$ cat config.mk
export PLATFORM = sky130hd
export DESIGN_NAME = servo_pulse_scheduler
export DESIGN_NICKNAME = d
export VERILOG_FILES = /design/src/hdl/spsch_pkg.sv /design/src/hdl/spsch_cmd_decode.sv /design/src/hdl/spsch_frame.sv /design/src/hdl/servo_pulse_scheduler.sv
export SDC_FILE = /design/constraint.sdc
export NUM_CORES = 2
export LEC_CHECK = 0
export BUFFER_PORTS_ARGS = -buffer_cell sky130_fd_sc_hd__buf_2
export CAP_MARGIN = 20
export CORE_MARGIN = 2
export CORE_UTILIZATION = 30
export DETAILED_ROUTE_END_ITERATION = 12
export GPL_TIMING_DRIVEN = 0
export PLACE_DENSITY = 0.42
export SLEW_MARGIN = 20
export SYNTH_ARGS = -nofsm -noshare
export SYNTH_HDL_FRONTEND = slang
export SYNTH_SLANG_ARGS = --single-unit
$ cat constraint.sdc
create_clock -name i_clk -period 5.8 [get_ports i_clk]
set_input_delay 1.74 -clock i_clk [delete_from_list [all_inputs] [get_ports i_clk]]
set_output_delay 1.74 -clock i_clk [all_outputs]
set_load 0.02 [all_outputs]
$ cat src/hdl/spsch_pkg.sv
package spsch_pkg;

    localparam int CHANNELS_DEF   = 32;
    localparam int GROUP_SIZE_DEF = 8;

    localparam int CH_W    = 5;
    localparam int WUS_W   = 12;
    localparam int WID_W   = 8;
    localparam int TICK_W  = 11;
    localparam int PINS_W  = 32;
    localparam int CMP_W   = 16;

    localparam int GROUP_SPACING = 251;
    localparam int FRAME_TICKS   = 2000;
    localparam int WINDOW_OPEN   = 1100;
    localparam int WINDOW_CLOSE  = 1900;
    localparam int MIN_WIDTH_US  = 500;
    localparam int MAX_WIDTH_US  = 2500;

    // floor(x / 10) == (x * 3277) >> 15 for x up to 2500
    localparam int RECIP       = 3277;
    localparam int RECIP_SHIFT = 15;
    localparam int PROD_W      = 24;

    localparam logic CMD_TICK = 1'b0;
    localparam logic CMD_SET  = 1'b1;

    typedef struct packed {
        logic             cmd;
        logic [CH_W-1:0]  channel;
        logic [WUS_W-1:0] width_us;
    } t_in_item;

    typedef struct packed {
        logic [PINS_W-1:0] pins;
        logic              update_open;
        logic              rejected;
    } t_out_item;

    typedef struct packed {
        logic             tick;
        logic             wr_en;
        logic [CH_W-1:0]  wr_ch;
        logic [WID_W-1:0] wr_val;
    } t_upd;

    typedef struct packed {
        logic [PINS_W-1:0] pins;
        logic              window;
    } t_view;

endpackage

$ cat src/hdl/spsch_cmd_decode.sv
module spsch_cmd_decode #(
    parameter int CHANNELS = spsch_pkg::CHANNELS_DEF
) (
    input  logic                  i_fire,
    input  spsch_pkg::t_in_item   i_item,
    output spsch_pkg::t_upd       o_upd,
    output logic                  o_rejected
);

    localparam int CHX_W = spsch_pkg::CH_W + 2;

    logic [spsch_pkg::PROD_W-1:0]  prod;
    logic [spsch_pkg::WID_W-1:0]   units;
    logic                          ch_bad;
    logic                          wus_zero;
    logic                          wus_ok;
    logic                          is_set;
    logic                          rej;

    assign prod  = spsch_pkg::PROD_W'(i_item.width_us)
                 * spsch_pkg::PROD_W'(spsch_pkg::RECIP);
    assign units = prod[spsch_pkg::RECIP_SHIFT +: spsch_pkg::WID_W];

    assign ch_bad   = CHX_W'(i_item.channel) >= CHX_W'(CHANNELS);
    assign wus_zero = i_item.width_us == '0;
    assign wus_ok   = (i_item.width_us >= spsch_pkg::WUS_W'(spsch_pkg::MIN_WIDTH_US))
                   && (i_item.width_us <= spsch_pkg::WUS_W'(spsch_pkg::MAX_WIDTH_US));
    assign is_set   = i_item.cmd == spsch_pkg::CMD_SET;
    assign rej      = is_set && (ch_bad || !(wus_zero || wus_ok));

    assign o_rejected   = rej;
    assign o_upd.tick   = i_fire && (i_item.cmd == spsch_pkg::CMD_TICK);
    assign o_upd.wr_en  = i_fire && is_set && !rej;
    assign o_upd.wr_ch  = i_item.channel;
    assign o_upd.wr_val = wus_zero ? '0 : units;

endmodule

$ cat src/hdl/spsch_frame.sv
module spsch_frame #(
    parameter int CHANNELS   = spsch_pkg::CHANNELS_DEF,
    parameter int GROUP_SIZE = spsch_pkg::GROUP_SIZE_DEF
) (
    input  logic             i_clk,
    input  logic             i_rst_n,
    input  spsch_pkg::t_upd  i_upd,
    output spsch_pkg::t_view o_view
);

    localparam int VIS = (CHANNELS < spsch_pkg::PINS_W) ? CHANNELS : spsch_pkg::PINS_W;
    localparam int CMP_W = spsch_pkg::CMP_W;

    logic [spsch_pkg::WID_W-1:0]  r_store [VIS];
    logic [spsch_pkg::WID_W-1:0]  n_store [VIS];
    logic [spsch_pkg::WID_W-1:0]  r_frame [VIS];
    logic [spsch_pkg::WID_W-1:0]  n_frame [VIS];
    logic [spsch_pkg::TICK_W-1:0] r_tick;
    logic [spsch_pkg::TICK_W-1:0] n_tick;
    logic                         r_window;
    logic                         n_window;
    logic                         wrap;
    logic [CMP_W-1:0]             t_ext;
    logic [VIS-1:0]               pins_vis;

    assign wrap = r_tick == spsch_pkg::TICK_W'(spsch_pkg::FRAME_TICKS - 1);

    always_comb begin
        n_store  = r_store;
        n_frame  = r_frame;
        n_tick   = r_tick;
        n_window = r_window;
        for (int k = 0; k < VIS; k++) begin
            if (i_upd.wr_en && i_upd.wr_ch == spsch_pkg::CH_W'(k)) begin
                n_store[k] = i_upd.wr_val;
            end
        end
        if (i_upd.tick) begin
            if (wrap) begin
                n_tick  = '0;
                n_frame = r_store;
            end else begin
                n_tick = r_tick + 1'b1;
            end
            n_window = (n_tick >= spsch_pkg::TICK_W'(spsch_pkg::WINDOW_OPEN))
                    && (n_tick <  spsch_pkg::TICK_W'(spsch_pkg::WINDOW_CLOSE));
        end
    end

    always_ff @(posedge i_clk) begin
        if (!i_rst_n) begin
            for (int k = 0; k < VIS; k++) begin
                r_store[k] <= '0;
                r_frame[k] <= '0;
            end
            r_tick   <= '0;
            r_window <= 1'b0;
        end else begin
            r_store  <= n_store;
            r_frame  <= n_frame;
            r_tick   <= n_tick;
            r_window <= n_window;
        end
    end

    assign t_ext = CMP_W'(n_tick);

    for (genvar n = 0; n < VIS; n++) begin : g_pin
        localparam logic [CMP_W-1:0] START =
            CMP_W'(spsch_pkg::GROUP_SPACING * (n / GROUP_SIZE));
        logic [CMP_W-1:0] stop;
        assign stop        = START + CMP_W'(n_frame[n]);
        assign pins_vis[n] = (t_ext >= START) && (t_ext < stop);
    end

    assign o_view.pins   = spsch_pkg::PINS_W'(pins_vis);
    assign o_view.window = n_window;

    a_tick_range: assert property (@(posedge i_clk) disable iff (!i_rst_n)
        r_tick < spsch_pkg::TICK_W'(spsch_pkg::FRAME_TICKS))
        else $error("tick count out of frame");

    a_wrap: assert property (@(posedge i_clk) disable iff (!i_rst_n)
        $past(i_rst_n) && $past(i_upd.tick) && $past(wrap) |-> r_tick == '0)
        else $error("frame did not wrap");

    a_hold: assert property (@(posedge i_clk) disable iff (!i_rst_n)
        $past(i_rst_n) && !$past(i_upd.tick) |-> $stable(r_tick) && $stable(r_window))
        else $error("frame position moved without a tick");

    a_window: assert property (@(posedge i_clk) disable iff (!i_rst_n)
        r_window == ((r_tick >= spsch_pkg::TICK_W'(spsch_pkg::WINDOW_OPEN))
                  && (r_tick <  spsch_pkg::TICK_W'(spsch_pkg::WINDOW_CLOSE))))
        else $error("update window flag out of step with tick");

endmodule

$ cat src/hdl/servo_pulse_scheduler.sv
// channel  dir  handshake                  beat payload
// in       in   i_in_valid / o_in_ready    i_in_data  (spsch_pkg::t_in_item)
// out      out  o_out_valid / i_out_ready  o_out_data (spsch_pkg::t_out_item)
//
// One beat in and one beat out per cycle while results are taken; each input beat gives one result beat.
// Stages: input register, then decode and frame update into the result register.
// Synchronous active-low reset clears both width tables, the tick count and the window flag.
// A held result stalls both stages; o_in_ready drops only while the input register is full too.
module servo_pulse_scheduler #(
    parameter int CHANNELS   = spsch_pkg::CHANNELS_DEF,
    parameter int GROUP_SIZE = spsch_pkg::GROUP_SIZE_DEF
) (
    input  logic                 i_clk,
    input  logic                 i_rst_n,
    input  logic                 i_in_valid,
    output logic                 o_in_ready,
    input  spsch_pkg::t_in_item  i_in_data,
    output logic                 o_out_valid,
    input  logic                 i_out_ready,
    output spsch_pkg::t_out_item o_out_data
);

    spsch_pkg::t_in_item  r_in;
    logic                 r_in_vld;
    spsch_pkg::t_out_item r_out;
    logic                 r_out_vld;
    logic                 adv;
    logic                 fire;
    spsch_pkg::t_upd      upd;
    logic                 rejected;
    spsch_pkg::t_view     view;

    assign adv        = !r_out_vld || i_out_ready;
    assign fire       = r_in_vld && adv;
    assign o_in_ready = !r_in_vld || adv;

    spsch_cmd_decode #(
        .CHANNELS (CHANNELS)
    ) u_decode (
        .i_fire     (fire),
        .i_item     (r_in),
        .o_upd      (upd),
        .o_rejected (rejected)
    );

    spsch_frame #(
        .CHANNELS   (CHANNELS),
        .GROUP_SIZE (GROUP_SIZE)
    ) u_frame (
        .i_clk   (i_clk),
        .i_rst_n (i_rst_n),
        .i_upd   (upd),
        .o_view  (view)
    );

    always_ff @(posedge i_clk) begin
        if (!i_rst_n) begin
            r_in_vld  <= 1'b0;
            r_out_vld <= 1'b0;
        end else begin
            if (o_in_ready) begin
                r_in_vld <= i_in_valid;
            end
            if (adv) begin
                r_out_vld <= r_in_vld;
            end
        end
    end

    always_ff @(posedge i_clk) begin
        if (i_in_valid && o_in_ready) begin
            r_in <= i_in_data;
        end
        if (fire) begin
            r_out.pins        <= view.pins;
            r_out.update_open <= view.window;
            r_out.rejected    <= rejected;
        end
    end

    assign o_out_valid = r_out_vld;
    assign o_out_data  = r_out;

    a_out_fill: assert property (@(posedge i_clk) disable iff (!i_rst_n)
        $past(i_rst_n) && $past(fire) |-> o_out_valid)
        else $error("result beat lost");

    a_tick_clean: assert property (@(posedge i_clk) disable iff (!i_rst_n)
        $past(i_rst_n) && $past(fire) && $past(r_in.cmd) == spsch_pkg::CMD_TICK
        |-> !r_out.rejected)
        else $error("tick beat flagged as rejected");

    a_no_write_on_reject: assert property (@(posedge i_clk) disable iff (!i_rst_n)
        rejected |-> !upd.wr_en && !upd.tick)
        else $error("rejected command changed state");

endmodule
# After elaboration in Yosys (flattened, before gate mapping)
# Cells that the tools add are included.
classes:
  n_reduce_logical: 81
  div_mod_pow: 0
  shifts: 0
  n_bitwise: 1
  mul: 1
  n_eq_ne: 32
  order_cmp: 40
  n_mux: 7
  n_addsub: 25
ops:
  columns: ["op", "count"]
  rows:
  - ["256-bit 2-to-1 mux", 2]
  - ["11-bit by 16-bit < comparator with 1-bit output", 24]
  - ["10-bit by 8-bit adder with 11-bit output (first input constant)", 8]
  - ["11-bit by 8-bit < comparator with 1-bit output", 8]
  - ["9-bit by 8-bit adder with 10-bit output (first input constant)", 8]
  - ["5-bit equality test (second input constant)", 16]
  - ["8-bit by 8-bit adder with 9-bit output (first input constant)", 8]
  - ["1-bit logical AND", 72]
  - ["5-bit by 4-bit equality test with 1-bit output (second input constant)", 8]
  - ["11-bit 2-to-1 mux", 3]
  - ["12-bit by 12-bit multiplier with 23-bit output (second input constant)", 1]
  - ["5-bit by 3-bit equality test with 1-bit output (second input constant)", 4]
  - ["12-bit by 9-bit greater-or-equal comparator with 1-bit output (second input constant)", 1]
  - ["12-bit less-or-equal comparator (second input constant)", 1]
  - ["12-bit logical NOT", 1]
  - ["11-bit by 1-bit adder with 11-bit output (second input constant)", 1]
  - ["11-bit equality test (second input constant)", 1]
  - ["11-bit by 1-bit greater-or-equal comparator with 1-bit output (second input constant)", 1]
  - ["11-bit by 10-bit greater-or-equal comparator with 1-bit output (second input constant)", 1]
  - ["11-bit greater-or-equal comparator (second input constant)", 1]
  - ["11-bit by 8-bit greater-or-equal comparator with 1-bit output (second input constant)", 1]
  - ["11-bit by 9-bit greater-or-equal comparator with 1-bit output (second input constant)", 1]
  - ["11-bit < comparator (second input constant)", 1]
  - ["5-bit by 2-bit equality test with 1-bit output (second input constant)", 2]
  - ["7 further kinds", 12]
totals:
  rom_bits: 0
  regBits: 578
  elab_cells: 261
  latchBits: 0
  memories: 0
  ramBits: 0

# Depth between registers and ports, before layout
depth:
  ltp_word: 8
  depth_mapped: 21
  ltp_nobuf: 19

# By module
# A second synthesis with hierarchy kept.
hier_totals:
  cells_unflattened: 3869
  hier_area_um2: 36109.6
by_module_without_submodules:
  columns: ["mod", "seq_area_each_um2", "n_inst", "area_each_um2", "cells_each"]
  rows:
  - ["spsch_frame", 10490.1, 1, 31438.9, 3468]
  - ["spsch_cmd_decode", 0.0, 1, 3005.4, 340]
  - ["servo_pulse_scheduler", 1601.5, 1, 1665.3, 61]

# Worst setup path before layout
# OpenSTA, ideal clock, no wires.
synth_path:
  path_kind: "input to register"
  start: "input port i_out_ready"
  end: "register r_out (netlist bit o_out_data[21]) (data pin)"
  arrival_ps: 5713
  path_stages: 12
  setup_slack_ps: -104
  path_buffers: 2
  required_time_ps: 5610
  cell_sequence: "nor2b_1 > buf_2 > nor3_2 > clkbuf_1 > nand2_1 > o21ai_0 > ha_1 > a21oi_1 > nor2b_1 > o21ai_0 > nand2b_1 > a2111oi_2"
synth_rtl:
  columns: ["item", "line", "text"]
  rows:
  - ["start, declared", "servo_pulse_scheduler.sv:19", "input logic i_out_ready,"]
  - ["end, declared", "servo_pulse_scheduler.sv:25", "spsch_pkg::t_out_item r_out;"]

==> out/qor.yml <==
status: "finished, final reports clean"
grt_pass1_vias: 27240
min-delay-start: "u_frame.r_store[213]"
stdcell_area_mm2: 0.03971
drc_errors: 0
crit_arrival_ns: 5.97
synth_top_area_share_pct: 30.82
power-per-cell-area_mw_per_mm2: 309.9
wl_per_cell_um: 23.42
dp_hpwl_um: 91030
leakage_uw: 0.01757
grt_max_degree: 24
area_growth_pct: 16.23
cp_max_fo: 10
clkTransAtPathRegs_ns: 0.06
wirelength_um: 128000
required_ns: 6.15
r2r_start: "r_in[7]"
synthCells: 3731
synth_common_cells: "dfxtp_1 (526), ha_1 (373), o21ai_0 (332)"
fin_skew_ns: 0.02214
ant_nets: 0
setup_viol: 0
die-area_mm2: 0.1166
cap_violations: 0
synth-seq-cells: 578
synth-edff-count: 52
fmax_ghz: 0.1777
dpl_worst_slack_ns: -1.026
syn_area_mm2: 0.03417
finish.utilization_pct: 35.25
synthMostInstantiatedCell: "dfxtp_1"
syn_nets: 4163
ir_drop_mv: 0.4683
hold_viol_final: 0
slew_violations: 0
cts-root-buf: "clkbuf_16"
cts_sinks: 578
vias_per_cell: 5.083
synth_cell_types: 79
holdPathEnd: "u_frame.r_store[213]"
ys_async_sr_fraction_pct: 0
num_vias: 27780
grt_pass1_wl_um: 187900
io_buffer_count: 56
die_y_um: 341.5
insertion_delay_ns: 0.64
r2r_setup_slack_ns: 0.25
gr-total-overflow: 0
placed_cell_area_mm2: 0.03689
num_rows: 123
finalWeightedCongestion: 0.8340
postSynthAreaPerCell_um2: 9.157
critPathLaunchType: "primary input"
tightest_slew_ns: 1.231
crit_type: "in2reg"
hold_depth: 2
htree_levels: 3
yosys-top-cells-area: "dfxtp_1 (31%), ha_1 (14%), mux2i_1 (8.1%)"
dp.cells: 5311
drive_above_1_share_pct: 9.364
rsz0062_at_grt: "yes"
setup_slack_ns: 0.1741
core-area_mm2: 0.1127
yosysTopAreaCell: "dfxtp_1"
grt_antenna_before_repair: 9
tns_ns: 0
slew_headroom_pct: 17.92
groute.usage.overall_pct: 21.85
synth_ff_type: "dfxtp_1"
ys_warn_count: 0
fin_cells: 5465
drtPass1Iterations: 5
worstHoldPathType: "reg2reg"
die_x_um: 341.5
postCtsHoldBufs: 0
start_util_pct: 30.33
nNetsFinal: 4334
min_period_over_period_pct: 97.00
clk_path_buf_depth: 3
reg2regPathDepth: 20
r2r_end: "u_frame.r_store[135]"
fin_crit_ns: 5.626
ioPinCount: 58
yosysSeqAreaShare_pct: 35.39
cts_tree: "yes"
critPathCaptureType: "flip-flop"
cts-buffers-inserted: 74
drt-initial-drc-count: 1692
-- per-stage QoR --
step                power, µW  hold WS (ns)
detailed placement       7243        0.4616
global route            12770        0.4937
CTS                     12280        0.4749
global placement         7222        0.4554
floorplan                5512        0.4404
finish                  12310        0.4757
-- state kept, by name, summed over array words and instances (netlist names) --
| signal | flops |
|---|---|
| o_out_data | 34 |
| o_out_valid | 1 |
| r_in | 18 |
| r_in_vld | 1 |
| u_frame.r_frame | 256 |
| u_frame.r_store | 256 |
| u_frame.r_tick | 11 |
| u_frame.r_window | 1 |
-- layer usage --
metal  share of wire, %  vias to the layer above  GRT usage (%)
met3                4.1                      162          2.511
met4                3.0                        0          6.782
met1                 47                    13430          29.75
met5                  0                        -              0
met2                 46                      584          36.07
li1                   -                    13600              -
-- layout by cell type, fill, tap and decap left out, drive strengths merged, types with 6 or more instances in the layout --
cell / n
inv: 131
a21boi: 34
o21bai: 9
or3: 6
a21o: 21
a311oi: 8
nand4: 14
nor4: 22
o211ai: 44
nand2: 234
edfxtp: 52
mux2i: 285
nor3b: 8
a211o: 6
nor2b: 310
a21oi: 110
o21a: 19
and2: 53
a22oi: 6
nor3: 129
fa: 37
nand3: 293
dfxtp: 526
nand2b: 32
xor2: 63
a31oi: 6
ha: 373
nand3b: 7
xnor2: 111
a211oi: 12
and4: 8
nor2: 138
and3: 30
o41ai: 10
o21ai: 353
a2111oi: 11
buf: 176
clkinv: 10
clkbuf: 221
-- critical path, stage by stage --
cell and delay [ns]:
buf_2 0.10, nor2b_1 0.09, buf_2 0.24, nor4_4 0.10, nand2_2 0.09, buf_6 0.19, buf_6 0.31, buf_6 0.23
clkbuf_4 0.39, mux2i_1 0.31, ha_1 0.23, o21ai_1 0.13, xnor2_1 0.16, ha_1 0.30, a21o_1 0.18, a21oi_1 0.14
nor2b_1 0.05, o21ai_0 0.18, nand2b_1 0.09, a2111oi_2 0.70
-- cell families (layout without fill, tap and decap cells) --
family | after synthesis | after routing | share of synthesized area (%)
AO/OA/AOI/OAI | 674 | 674 | 12.12
XOR/XNOR | 174 | 174 | 4.461
adder cells (fa/ha/maj) | 410 | 410 | 15.83
buffers and inverters | 312 | 543 | 3.849
flip-flops | 578 | 578 | 35.39
multiplexers | 285 | 285 | 8.449
other | 0 | 3 | 0
AND/OR/NAND/NOR | 1298 | 1298 | 19.90
-- how the worst max path moves through the flow --
stage	start	slack, ns	cells past startpoint	to
6_report	i_out_ready	0.17	20	o_out_data[24]
5_1_grt	r_in[2]	-0.04	20	u_frame.r_store[159]
4_1_cts	r_in[2]	0.008	20	u_frame.r_store[103]
3_5_place_dp	i_out_ready	-1.03	17	o_out_data[24]
3_3_place_gp	i_out_ready	-6.52	10	o_out_data[24]
2_1_floorplan	i_out_ready	0.06	9	o_out_data[18]
-- power breakdown --
| part | switching [µW] | internal [µW] |
|---|---|---|
| Sequential | 27.6 | 4050 |
| Combinational | 2500 | 940 |
| Clock | 1950 | 2830 |
-- layout make-up --
cell class | count | area [µm²]
Clock inverter | 21 | 229.0
Inverter | 125 | 476.7
Tap cell | 1500 | 1877
Multi-Input combinational cell | 2841 | 20930
Sequential cell | 578 | 12090
Timing Repair Buffer | 95 | 855.8
Antenna cell | 3 | 7.507
Buffer | 187 | 985.9
Fill cell | 11770 | 72940
Clock buffer | 115 | 2261
-- repair_timing --
action / 4_1_cts / 5_1_grt
pin swaps: 3 / 4
setup endpoints to repair: 249 / 243
gates resized for setup: 51 / 36
buffers inserted: 3 / 12
No activity file was read; power rests on OpenSTA's default activity.
